## src/scr_pkg.sv

```systemverilog
// ----------------------------------------------------------------------------
// scr_pkg: shared types and constants of the scaled convolution core
// Payload structs, configuration indexes and default geometry.
// ----------------------------------------------------------------------------
package scr_pkg;

	localparam int MAX_KERNEL_WIDTH_DEF = 7;
	localparam int MAX_IMAGE_WIDTH_DEF  = 32;

	localparam logic [1:0] REG_KERNEL_WIDTH = 2'd0;
	localparam logic [1:0] REG_IMAGE_WIDTH  = 2'd1;
	localparam logic [1:0] REG_SCALE        = 2'd2;
	localparam logic [1:0] REG_RELU_ENABLE  = 2'd3;

	localparam logic CMD_WEIGHT = 1'b0;
	localparam logic CMD_PIXEL  = 1'b1;

	typedef struct packed {
		logic        cmd;
		logic [5:0]  weight_index;
		logic [7:0]  weight;
		logic [15:0] pixel;
	} in_item_t;

	typedef struct packed {
		logic signed [39:0] conv_value;
		logic [4:0]         out_row;
		logic [4:0]         out_col;
		logic               last;
	} out_item_t;

	// controller -> datapath
	typedef struct packed {
		logic clear;   // zero accumulator, latch window origin
		logic mac;     // accumulate one tap
		logic scale;   // multiply sum by scale
		logic finish;  // shift, saturate, rectify into output register
	} dp_cmd_t;

endpackage

```

## src/scr_ctrl.sv

```systemverilog
// ----------------------------------------------------------------------------
// scr_ctrl: sequencer of the convolution core
// Tracks raster position, walks the window and runs the output handshake.
// ----------------------------------------------------------------------------
module scr_ctrl #(
	parameter int MAX_KERNEL_WIDTH = 7,
	parameter int MAX_IMAGE_WIDTH  = 32,
	parameter int KI_W = $clog2(MAX_KERNEL_WIDTH * MAX_KERNEL_WIDTH),
	parameter int LI_W = $clog2(MAX_KERNEL_WIDTH * MAX_IMAGE_WIDTH)
) (
	input  logic                  clk,
	input  logic                  arst_n,
	input  logic                  in_valid,
	output logic                  in_stall,
	input  scr_pkg::in_item_t     in_item,
	output logic                  out_valid,
	input  logic                  out_stall,
	input  logic                  geo_restart,
	input  logic [2:0]            ksize,
	input  logic [5:0]            image_width,
	output logic                  wt_we,
	output logic [KI_W-1:0]       wt_waddr,
	output logic                  ln_we,
	output logic [LI_W-1:0]       ln_waddr,
	output logic                  rd_en,
	output logic [KI_W-1:0]       wt_raddr,
	output logic [LI_W-1:0]       ln_raddr,
	output scr_pkg::dp_cmd_t      cmd,
	output logic [4:0]            org_row,
	output logic [4:0]            org_col,
	output logic                  org_last
);
	import scr_pkg::*;

	localparam int KSTORE = MAX_KERNEL_WIDTH * MAX_KERNEL_WIDTH;
	localparam int KW_W = $clog2(MAX_KERNEL_WIDTH + 1);
	localparam int IW_W = $clog2(MAX_IMAGE_WIDTH + 1);
	localparam int PW   = $clog2(MAX_IMAGE_WIDTH);
	localparam int LW   = $clog2(MAX_KERNEL_WIDTH);
	localparam int LIW  = (LW < 1) ? 1 : LW;

	typedef enum logic [2:0] {S_IDLE, S_MAC, S_DRAIN, S_SCALE, S_FIN} state_t;

	state_t           state_q;
	logic [PW-1:0]    row_q, col_q;
	logic [LIW-1:0]   line_q;     // row_q mod max kernel width
	logic [LIW-1:0]   rd_line_q;
	logic [KW_W-1:0]  kr_q, kc_q;
	logic [KI_W-1:0]  widx_q;
	logic [PW-1:0]    c0_q;
	logic             out_valid_q;

	logic [KW_W-1:0]  k_eff;
	logic [IW_W-1:0]  w_eff;
	logic             accept, is_px, win_ok, tap_last, fin_go;
	logic [31:0]      start_sum;
	logic [LIW-1:0]   start_line;

	always_comb begin
		if (ksize == 3'd0) k_eff = KW_W'(1);
		else if (32'(ksize) > MAX_KERNEL_WIDTH) k_eff = KW_W'(MAX_KERNEL_WIDTH);
		else k_eff = KW_W'(ksize);
		if (image_width == 6'd0) w_eff = IW_W'(1);
		else if (32'(image_width) > MAX_IMAGE_WIDTH) w_eff = IW_W'(MAX_IMAGE_WIDTH);
		else w_eff = IW_W'(image_width);
	end

	assign in_stall  = (state_q != S_IDLE);
	assign out_valid = out_valid_q;
	assign accept    = in_valid && !in_stall;
	assign is_px     = in_item.cmd == CMD_PIXEL;
	assign win_ok    = (32'(k_eff) <= 32'(w_eff)) && (32'(row_q) + 1 >= 32'(k_eff))
		&& (32'(col_q) + 1 >= 32'(k_eff));
	assign tap_last  = (kr_q == k_eff - 1'b1) && (kc_q == k_eff - 1'b1);
	assign fin_go    = (state_q == S_FIN) && (!out_valid_q || !out_stall);

	// oldest window row: (line - k + 1) mod max kernel width, by one compare
	assign start_sum  = 32'(line_q) + 32'(MAX_KERNEL_WIDTH) + 32'd1 - 32'(k_eff);
	assign start_line = (start_sum >= 32'(MAX_KERNEL_WIDTH))
		? LIW'(start_sum - 32'(MAX_KERNEL_WIDTH)) : LIW'(start_sum);

	assign wt_we    = accept && !is_px && (32'(in_item.weight_index) < KSTORE);
	assign wt_waddr = KI_W'(in_item.weight_index);
	assign ln_we    = accept && is_px;
	assign ln_waddr = LI_W'(32'(line_q) * MAX_IMAGE_WIDTH + 32'(col_q));
	assign rd_en    = (state_q == S_MAC);
	assign wt_raddr = widx_q;
	assign ln_raddr = LI_W'(32'(rd_line_q) * MAX_IMAGE_WIDTH + 32'(c0_q) + 32'(kc_q));

	assign org_row  = 5'(32'(row_q) + 1 - 32'(k_eff));
	assign org_col  = 5'(32'(col_q) + 1 - 32'(k_eff));
	assign org_last = (32'(row_q) + 1 == 32'(w_eff)) && (32'(col_q) + 1 == 32'(w_eff));

	always_comb begin
		cmd = '0;
		cmd.clear  = accept && is_px && win_ok;
		cmd.mac    = ((state_q == S_MAC) && (widx_q != '0)) || (state_q == S_DRAIN);
		cmd.scale  = (state_q == S_SCALE);
		cmd.finish = fin_go;
	end

	always_ff @(posedge clk or negedge arst_n) begin
		if (!arst_n) begin
			state_q <= S_IDLE;
			row_q <= '0; col_q <= '0; line_q <= '0;
			rd_line_q <= '0;
			kr_q <= '0; kc_q <= '0; widx_q <= '0; c0_q <= '0;
			out_valid_q <= 1'b0;
		end else begin
			if (fin_go) out_valid_q <= 1'b1;
			else if (out_valid_q && !out_stall) out_valid_q <= 1'b0;
			if (geo_restart) begin
				row_q <= '0; col_q <= '0; line_q <= '0;
			end
			case (state_q)
				S_IDLE: begin
					if (accept && is_px) begin
						// advance raster position
						if (!geo_restart) begin
							if (32'(col_q) + 1 >= 32'(w_eff)) begin
								col_q <= '0;
								if (32'(row_q) + 1 >= 32'(w_eff)) begin
									row_q <= '0; line_q <= '0;
								end else begin
									row_q <= row_q + 1'b1;
									line_q <= (32'(line_q) == MAX_KERNEL_WIDTH - 1) ? '0
										: line_q + 1'b1;
								end
							end else begin
								col_q <= col_q + 1'b1;
							end
						end
						if (win_ok) begin
							rd_line_q <= start_line;
							c0_q <= PW'(32'(col_q) + 1 - 32'(k_eff));
							kr_q <= '0; kc_q <= '0; widx_q <= '0;
							state_q <= S_MAC;
						end
					end
				end
				S_MAC: begin
					// issue one tap read a cycle; the registered data is summed in the cycle after
					if (tap_last) begin
						state_q <= S_DRAIN;
					end else begin
						widx_q <= widx_q + 1'b1;
						if (kc_q == k_eff - 1'b1) begin
							kc_q <= '0;
							kr_q <= kr_q + 1'b1;
							rd_line_q <= (32'(rd_line_q) == MAX_KERNEL_WIDTH - 1) ? '0
								: rd_line_q + 1'b1;
						end else begin
							kc_q <= kc_q + 1'b1;
						end
					end
				end
				S_DRAIN: state_q <= S_SCALE;
				S_SCALE: state_q <= S_FIN;
				S_FIN: begin
					// hold while the previous beat waits under out_stall, then load and present
					if (fin_go) state_q <= S_IDLE;
				end
				default: state_q <= S_IDLE;
			endcase
		end
	end

	ast_busy_no_accept: assert property (@(posedge clk) disable iff (!arst_n)
		(state_q != S_IDLE) |-> in_stall) else $error("accept while busy");
	ast_out_hold: assert property (@(posedge clk) disable iff (!arst_n)
		(out_valid_q && out_stall) |=> out_valid_q) else $error("beat dropped");
	ast_fin_presents: assert property (@(posedge clk) disable iff (!arst_n)
		fin_go |=> out_valid_q) else $error("finish sequence broken");

endmodule
```

## config.mk

```make
export PLATFORM = sky130hd
export DESIGN_NAME = scr_ctrl
export DESIGN_NICKNAME = d
export VERILOG_FILES = /design/src/scr_pkg.sv /design/src/scr_ctrl.sv
export SDC_FILE = /design/constraint.sdc
export NUM_CORES = 1
export LEC_CHECK = 0
export ABC_AREA = 1
export BUFFER_PORTS_ARGS = -buffer_cell sky130_fd_sc_hd__clkbuf_2
export CAP_MARGIN = 10
export CORE_UTILIZATION = 40
export DETAILED_ROUTE_END_ITERATION = 8
export GPL_ROUTABILITY_DRIVEN = 0
export GPL_TIMING_DRIVEN = 0
export PLACE_DENSITY = 0.78
export SLEW_MARGIN = 15
export SYNTH_ARGS = -nofsm -noshare
export SYNTH_HDL_FRONTEND = slang
export SYNTH_SLANG_ARGS = --single-unit
```

## constraint.sdc

```tcl
create_clock -name clk -period 2.65 [get_ports clk]
set_input_delay 0.53 -clock clk [delete_from_list [all_inputs] [get_ports clk]]
set_output_delay 0.53 -clock clk [all_outputs]
set_load 0.02 [all_outputs]
```

# Word-level counts from Yosys, hierarchy flattened
# Index checks and enable logic that the tools add are counted.
classes:
  add_sub_neg: 19
  magnitude_cmp: 8
  eq_ne: 16
  mux: 47
  reduce_logical: 29
op_table:
  columns: ["cell", "count"]
  rows:
  - ["$mux W3", 24]
  - ["$mux W5", 11]
  - ["$ge A32 B3 Y1 const B", 1]
  - ["$mux W6", 5]
  - ["$pmux W3 S2", 3]
  - ["$add A8 B5 Y8", 2]
  - ["$pmux W3 S5", 1]
  - ["$add A3 B1 Y3 const B", 4]
  - ["$add A5 B1 Y6 const B", 2]
  - ["$eq A6 B6 Y1", 2]
  - ["$ge A6 B3 Y1", 2]
  - ["$ge A6 B6 Y1", 2]
  - ["$logic_and A1 B1 Y1", 12]
  - ["$pmux W6 S2", 1]
  - ["$add A5 B1 Y5 const B", 2]
  - ["$sub A5 B3 Y5", 2]
  - ["$eq A3 B3 Y1 const B", 3]
  - ["$add A8 B3 Y8", 1]
  - ["$ne A2 B2 Y1 const B", 4]
  - ["$reduce_and A4 Y1", 2]
  - ["$add A6 B1 Y6 const B", 1]
  - ["$eq A3 B2 Y1 const B", 2]
  - ["$eq A3 B3 Y1", 2]
  - ["$gt A6 B6 Y1 const B", 1]
  - ["18 further kinds", 27]
totals:
  ff_bits: 37
  in_bits: 45
  out_inout_bits: 48
  wordCells: 129

# Logic depth before layout (Yosys ltp)
# Gate-level depths: netlist of the first run.
logic_depth:
  word_depth: 9
  mapped_depth: 18
  mapped_depth_nobuf: 18

# Worst setup path before layout of the first run
# Ideal clock, no wire load.
synth_path:
  path_kind: "input to output"
  start: "in ksize[1]"
  end: "out cmd[3] in the netlist's numbering"
  arrival_ns: 2.070
  required_ns: 2.120
  setup_slack_ns: 0.050
  path_stages: 12
  n_path_buf: 0
  path_cell_list: "inv_1 -> nand2_2 -> nand2_2 -> ha_1 -> fa_1 -> inv_1 -> a21oi_1 -> nand3_1 -> nor2_1 -> nand2_1 -> nand3_4 -> inv_1"
synth_rtl:
  columns: ["element", "line_no", "source"]
  rows:
  - ["start: declaration", "scr_ctrl.sv:19", "input logic [2:0] ksize,"]
  - ["end: declaration", "scr_ctrl.sv:28", "output scr_pkg::dp_cmd_t cmd,"]

# Worst setup path in the final report of the first run
layout_path:
  start: "in image_width[0]"
  end: "out org_last"
layout_between:
  elab_chain_cells: 5
  word_cells_on_any_way: 7
layout_rtl:
  columns: ["element", "line_no", "source"]
  rows:
  - ["start: declaration", "scr_ctrl.sv:20", "input logic [5:0] image_width,"]
  - ["$gt A6 B6 Y1", "scr_ctrl.sv:64", "else if (32'(image_width) > MAX_IMAGE_WIDTH) w_eff = IW_W'(MAX_IMAGE_WIDTH);"]
  - ["$mux W6", "scr_ctrl.sv:64", null]
  - ["$mux W6 *", "scr_ctrl.sv:63", "if (image_width == 6'd0) w_eff = IW_W'(1);"]
  - ["$eq A6 B6 Y1", "scr_ctrl.sv:92", "assign org_last = (32'(row_q) + 1 == 32'(w_eff)) && (32'(col_q) + 1 == 32'(w_eff));"]
  - ["$logic_and A1 B1 Y1 *", "scr_ctrl.sv:92", null]
  - ["end: declaration", "scr_ctrl.sv:31", "output logic org_last"]
# Every way passes the cells marked *; elsewhere a longest branch is shown, timed or not.

==> impl_results.md, run 1 <==
- Syn_nets: 580
- Unrepaired setup endpoints after global routing: yes
- Fmax: 368 MHz
- Port bufs: 67
- Clock root cell: clkbuf_8
- Min-Delay Path Class: in2async
- Top cells by count, synth: 152 x nand2_1, 68 x inv_1, 45 x nor2_1
- Syn avg cell area: 6.88 µm²
- Max Cap Viol: 0
- Yosys cell types: 34
- Top-count cell post-synth: nand2_1
- Initial Util: 41.5%
- 1st-iter DRT viols: 236
- Worst Path Required: 2120 ps
- Cell type with the largest total area after synthesis: dfrtp_1
- CP cell instances: clkbuf_2, inv_1, nand4_1, nand2_2, buf_4, nand2_2, ha_4, nand2_1, nor2_2, nand3_2, nor2_2, buf_6
- Tcrit/Tclk final: 103%
- Clock transition at path regs: 70 ps
- Area share of the largest cell type after synthesis: 27.1%
- Slowest CP cell: ha_4
- Worst Tran Pin Value: 943 ps
- Layout cells sized above 1: 30.8%
- Ant. Diodes: 0
- Violated checks: negative setup slack
- Number of hold buffers added after CTS: 0
- DR vias/cell: 5.26
- CP startpoint kind: input port
- Largest net degree at the start of global routing: 38
- FF+latch count, synth: 37
- Area delta synth->final: 34.5%
- Die footprint: 8910 µm²
- Row Count: 33
- Cells after Synth: 496
- Async S/R FF share, synth: 100%
- Total gr overflow: 0
- Slew HR: 37.1%
- Chip height: 94.4 µm
- WS Path Type: in2out
- Cell family with most CP delay: simple AND/OR/NAND/NOR gates
- Number of fill cells: 733
- CTS buffer count: 5
- Routed WL: 9.83 mm
- VDD IR-drop max: 0.000296 V
- Final worst slack: -66.5 ps
- CTS H-tree lvls: 2
- Post-synth EDFFs: 0
- R2r worst-path depth: 16
- Mapped Area: 3410 µm²
- Ys Warns: 0
- Post-route ant nets: 0
- Flop-to-flop setup slack: 60 ps
- Worst Skew: 1.39 ps
- Final #Nets: 682
- Vias: 3701
- Final Hold Slack: 378 ps
- Clk_lat worst skew: 290 ps
- Fin. Hold Viols: 0
- Status: finished, violations left
- Setup Slack @ Placement: -590 ps
- Die span in x: 94.4 µm
- Final core occ: 55.9%
- WL/cell: 14.0 µm
- Arrival @ worst endpoint: 2190 ps
- DRC Markers: 0
- CP max FO: 3
- First-pass DRT Iterations: 5
- CTS tree: built
- Fin Setup TNS: -116 ps
- Deepest clock path buffer count: 2
- CP Buf/Inv Count: 4
- PD cells: 769 nW/µm²
- Clock sinks: 37
- Placement Cell Area: 3880 µm²
- Final instance area: 4590 µm²
- Setup violations, final: 2
- Layout Cells excl Fill: 703
- Predominant post-synthesis flop cell: dfrtp_1
- Leak: 2.47 nW
- Slew Viols, Final: 0
- Area occupied by multi-input gates: 2440 µm²
- Top cells by area, synth: dfrtp_1 27%, nand2_1 17%, ha_1 13%
- Post-DP HPWL: 6.89 mm
- Initial antenna violation count: 0
- Vias in the first global route: 3553
- Tmin final: 2720 ps
- Register area: 933 µm²
- First-pass GRT wire length: 15.5 mm
- CP endpoint kind: output port
- R2r startpoint: col_q[0]$_DFF_PN0_
- Core Region: 8220 µm²
- CP max stage delay: 290 ps
- RR Endpoint: state_q[0]$_DFFE_PN0P_
- Sequential area share after synthesis: 27.1%
- All-layer global routing usage: 21.9%
- Placed cells: 668
- Number of top-level pins: 93
- Pwr Total: 3.53 mW
what timing repair did:
action,CTS,global route
endpoints found under the hold margin,0,0
gates resized for setup,50,53
pin swaps,17,28
setup endpoints to repair,9,14
buffers inserted,21,7
routing by layer:
| layer | GRT usage, % | vias to the layer above | routed length [µm] |
|---|---|---|---|
| met4 | 9.49 | 0 | 217 |
| li1 | - | 1780 | - |
| met2 | 38.5 | 162 | 4930 |
| met5 | 0 | - | 0 |
| met3 | 3.86 | 31 | 597 |
| met1 | 26.0 | 1728 | 4090 |
area by class of cell:
| type | instances | share of cell area (%) |
|---|---|---|
| multi-input combinational | 375 | 53.2 |
| buffer | 12 | 1.72 |
| tap | 105 | 2.86 |
| clock buffer | 7 | 1.88 |
| sequential | 37 | 20.3 |
| timing repair buffer | 95 | 13.6 |
| inverter | 72 | 6.38 |
logic make-up after synthesis:
| group | after synthesis | share of synthesized area (%) |
|---|---|---|
| simple gates | 269 | 34.6 |
| flops | 37 | 27.1 |
| xor+xnor | 21 | 5.39 |
| fa+ha+maj | 39 | 15.2 |
| compound gates | 46 | 7.30 |
| buf+inv | 84 | 10.4 |
how the worst max path moves through the flow:
stage          endpoint  slack (ps)  depth (start not counted)            from
2_1_floorplan    cmd[3]          50                         12        ksize[1]
3_3_place_gp     cmd[3]        -520                         14        ksize[1]
3_5_place_dp     cmd[3]        -590                         14        ksize[1]
4_1_cts          cmd[3]         -60                         14        ksize[1]
5_1_grt        org_last        -160                         12  image_width[0]
6_report       org_last         -70                         12  image_width[0]
state kept, by name, summed over array words and instances, names as in the netlist:
name and count:
state_q 3, wt_raddr 6, row_q 5, col_q 5
c0_q 5, kc_q 3, rd_line_q 3, line_q 3
out_valid 1, kr_q 3
power breakdown:
part           total [mW]  leakage, nW  switching (mW)  internal [mW]
sequential          0.886        0.483           0.175          0.711
combinational        2.25         1.94            1.42          0.823
clock               0.398       0.0443           0.192          0.206
total                3.53         2.47            1.79           1.74
layout by cell type (no fill, tap or decap), types with 14 or more instances in the layout:
master,n
nand2_1,141
inv_1,59
clkbuf_2,58
nor2_1,39
buf_4,37
nand3_1,35
dfrtp_1,31
ha_1,24
o21ai_0,19
a21oi_1,17
xor2_1,14
Note: power is estimated with default switching activity, not from simulation.
==> inputs of run 2 (changes only) <==
--- a/config.mk
+++ b/config.mk
@@ -5,14 +5,14 @@
 export SDC_FILE = /design/constraint.sdc
 export NUM_CORES = 1
 export LEC_CHECK = 0
-export ABC_AREA = 1
 export BUFFER_PORTS_ARGS = -buffer_cell sky130_fd_sc_hd__clkbuf_2
 export CAP_MARGIN = 10
 export CORE_UTILIZATION = 40
 export DETAILED_ROUTE_END_ITERATION = 8
 export GPL_ROUTABILITY_DRIVEN = 0
 export GPL_TIMING_DRIVEN = 0
-export PLACE_DENSITY = 0.78
+export PLACE_DENSITY = 0.79
+export REMOVE_ABC_BUFFERS = 1
 export SLEW_MARGIN = 15
 export SYNTH_ARGS = -nofsm -noshare
 export SYNTH_HDL_FRONTEND = slang
==> run 2 against run 1 <==
Against the previous run: the run still ends with negative setup slack left; final area fell by 2.1%; maximum frequency fell by 6.3%; power fell by 2.2%; via count fell by 18%; wire length fell by 9.2%; critical path depth fell by 1; highest routed layer unchanged.
==> impl_results.md, run 2 <==
- Vias: 3017
- First-pass DRT Iterations: 4
- Initial antenna violation count: 0
- P_int: 1.86 mW
- Final Hold Slack: 355 ps
- Area share of the largest cell type after synthesis: 28.5%
- Mux cell area share after synthesis: 4.00%
- Ys Warns: 0
- WS Path Type: in2out
- Largest register FFs: 6
- Tmin final: 2900 ps
- NetSw: 1.60 mW
- XOR/XNOR share of the synthesized area: 8.55%
- Port bufs: 68
- Deepest clock path buffer count: 2
- Yosys cell types: 63
- Clock power frac: 15.3%
- CP cell instances: clkbuf_2, nor4_4, nor2_1, nor2_2, ha_1, nor2b_1, o21a_1, o211ai_1, o311a_4, and2_4, clkbuf_8
- Slowest CP cell: nor4_4
- FF+latch count, synth: 37
- Leak: 2.19 nW
- Predominant post-synthesis flop cell: dfrtp_1
- Slew HR: 35.4%
- Mapped Area: 3250 µm²
- Largest family of logic cells by synthesized area: compound AO/OA/AOI/OAI gates
- Largest net degree at the start of global routing: 38
- Routed WL: 8.93 mm
- Die span in x: 92.1 µm
- Commonest non-fill, non-tap cell in the layout: clkbuf_2
- Clock transition at path regs: 90 ps
- CP max stage delay: 300 ps
- Slew Viols, Final: 0
- Area delta synth->final: 38.3%
- Sequential area share after synthesis: 28.5%
- Min-Delay Path Class: in2async
- CTS buffer count: 5
- Top cells by count, synth: 37 x dfrtp_1, 36 x inv_1, 35 x ha_1
- CTS H-tree lvls: 2
- Arrival @ worst endpoint: 2370 ps
- VDD IR-drop max: 0.000789 V
- Async S/R FF share, synth: 100%
- Layout cells sized above 1: 43.5%
- Fmax: 345 MHz
- Post-synthesis compound-gate area fraction: 19.4%
- Number of top-level pins: 93
- DR vias/cell: 5.42
- Row Count: 32
- Clk_lat worst skew: 310 ps
- Worst Skew: 12.8 ps
- Commonest non-fill, non-tap cells in the layout: 58 x clkbuf_2, 47 x buf_4, 32 x inv_1
- DRC Markers: 0
- All-layer global routing usage: 19.8%
- CP endpoint kind: output port
- R2r worst-path depth: 13
- Syn avg cell area: 9.16 µm²
- Initial Util: 41.6%
- Cells after Synth: 355
- Final worst slack: -248 ps
- Top-count cell post-synth: dfrtp_1
- Unrepaired setup endpoints after global routing: yes
- Adder-cell share of the synthesized area: 15.9%
- Final #Nets: 538
- Total gr overflow: 0
- Cell type with the largest total area after synthesis: dfrtp_1
- 1st-iter DRT viols: 139
- Simple-gate share of the synthesized area: 15.9%
- Post-synth EDFFs: 0
- Top cells by area, synth: dfrtp_1 28%, ha_1 13%, inv_1 4.2%
- First-pass GRT wire length: 13.4 mm
- Max Cap Viol: 0
- Worst Path Required: 2120 ps
- Core Region: 7810 µm²
- Fin. Hold Viols: 0
- Vias in the first global route: 2840
- Combinational power share: 55.8%
- Ant. Diodes: 0
- Final core occ: 57.6%
- Sw frac: 46.2%
- Layout Cells excl Fill: 557
- Placed cells: 508
- Die footprint: 8490 µm²
- Chip height: 92.1 µm
- Flop pwr share: 28.9%
- Post-DP HPWL: 5.82 mm
- Post-route ant nets: 0
- Violated checks: negative setup slack
- CTS tree: built
- Clock sinks: 37
- CP startpoint kind: input port
- Clock root cell: clkbuf_8
- PD cells: 768 nW/µm²
- Status: finished, violations left
- Tcrit/Tclk final: 109%
- Worst Tran Pin Value: 969 ps
- WL/cell: 16.0 µm
- CP max FO: 3
- Setup violations, final: 5
run 2: critical path: cells and delay by family:
family / cells / cell delay, ps
compound gates: 3 / 620
fa+ha+maj: 1 / 180
buf+inv: 2 / 250
simple gates: 5 / 790
run 2: kinds of logic after synthesis:
group | count (synthesis)
AO/OA/AOI/OAI | 82
buffers and inverters | 54
XOR/XNOR | 30
flip-flops | 37
AND/OR/NAND/NOR | 102
adder cells (fa/ha/maj) | 39
multiplexers | 11
run 2: path summary, 6_finish.rpt:
kind / start / endpoint / slack, ps
max in group asynchronous: arst_n / col_q[2]$_DFF_PN0_ / 1620
worst max register to register: col_q[0]$_DFF_PN0_ / row_q[2]$_DFF_PN0_ / 50
worst min register to register: c0_q[0]$_DFFE_PN0P_ / c0_q[0]$_DFFE_PN0P_ / 520
min in group clk: out_stall / out_valid$_DFFE_PN0P_ / 440
worst max-delay path: image_width[1] / cmd[3] / -250
worst min-delay path: arst_n / wt_raddr[0]$_DFFE_PN0P_ / 360
run 2: per-layer routing:
layer	GRT usage (%)	routed length [µm]
met1	26.0	3980
met2	33.1	4420
met3	2.90	353
met4	7.03	174
met5	0	0
run 2: what timing repair did:
action                     4_1_cts  5_1_grt
hold buffers                     0        0
hold endpoints to repair         0        0
pin swaps                       14       26
setup endpoints to repair       38       29
setup buffers                   23       17
gates resized for setup         45       55
cloned                           0        1
run 2: per-stage QoR:
stage | setup TNS [ps] | worst slack, ps | instance area, µm² | total power, mW
2_1_floorplan | -192 | -133 | 3140 | 2.16
3_3_place_gp | -9660 | -632 | 3610 | 2.60
3_5_place_dp | -11830 | -652 | 3610 | 2.65
4_1_cts | -340 | -175 | 4090 | 3.26
5_1_grt | -1670 | -308 | 4500 | 3.68
6_report | -527 | -248 | 4500 | 3.45
run 2: power by group through the flow:
stage                     Sequential, mW  Combinational [mW]  Clock [mW]
after global placement              1.00                1.59           0
final                              0.997                1.93       0.528
after floorplan                     1.01                1.14           0
after CTS                          0.989                1.76       0.520
after global routing                1.03                2.10       0.550
after detailed placement            1.01                1.64           0
run 2: area by class of cell:
class | count | area (µm²)
clock buffers | 5 | 68.8
clock inverters | 3 | 46.3
flip-flops and latches | 37 | 935
multi-input cells | 265 | 2480
repair buffers | 108 | 696
fillers | 625 | 3310
inverters | 37 | 140
well taps | 102 | 128
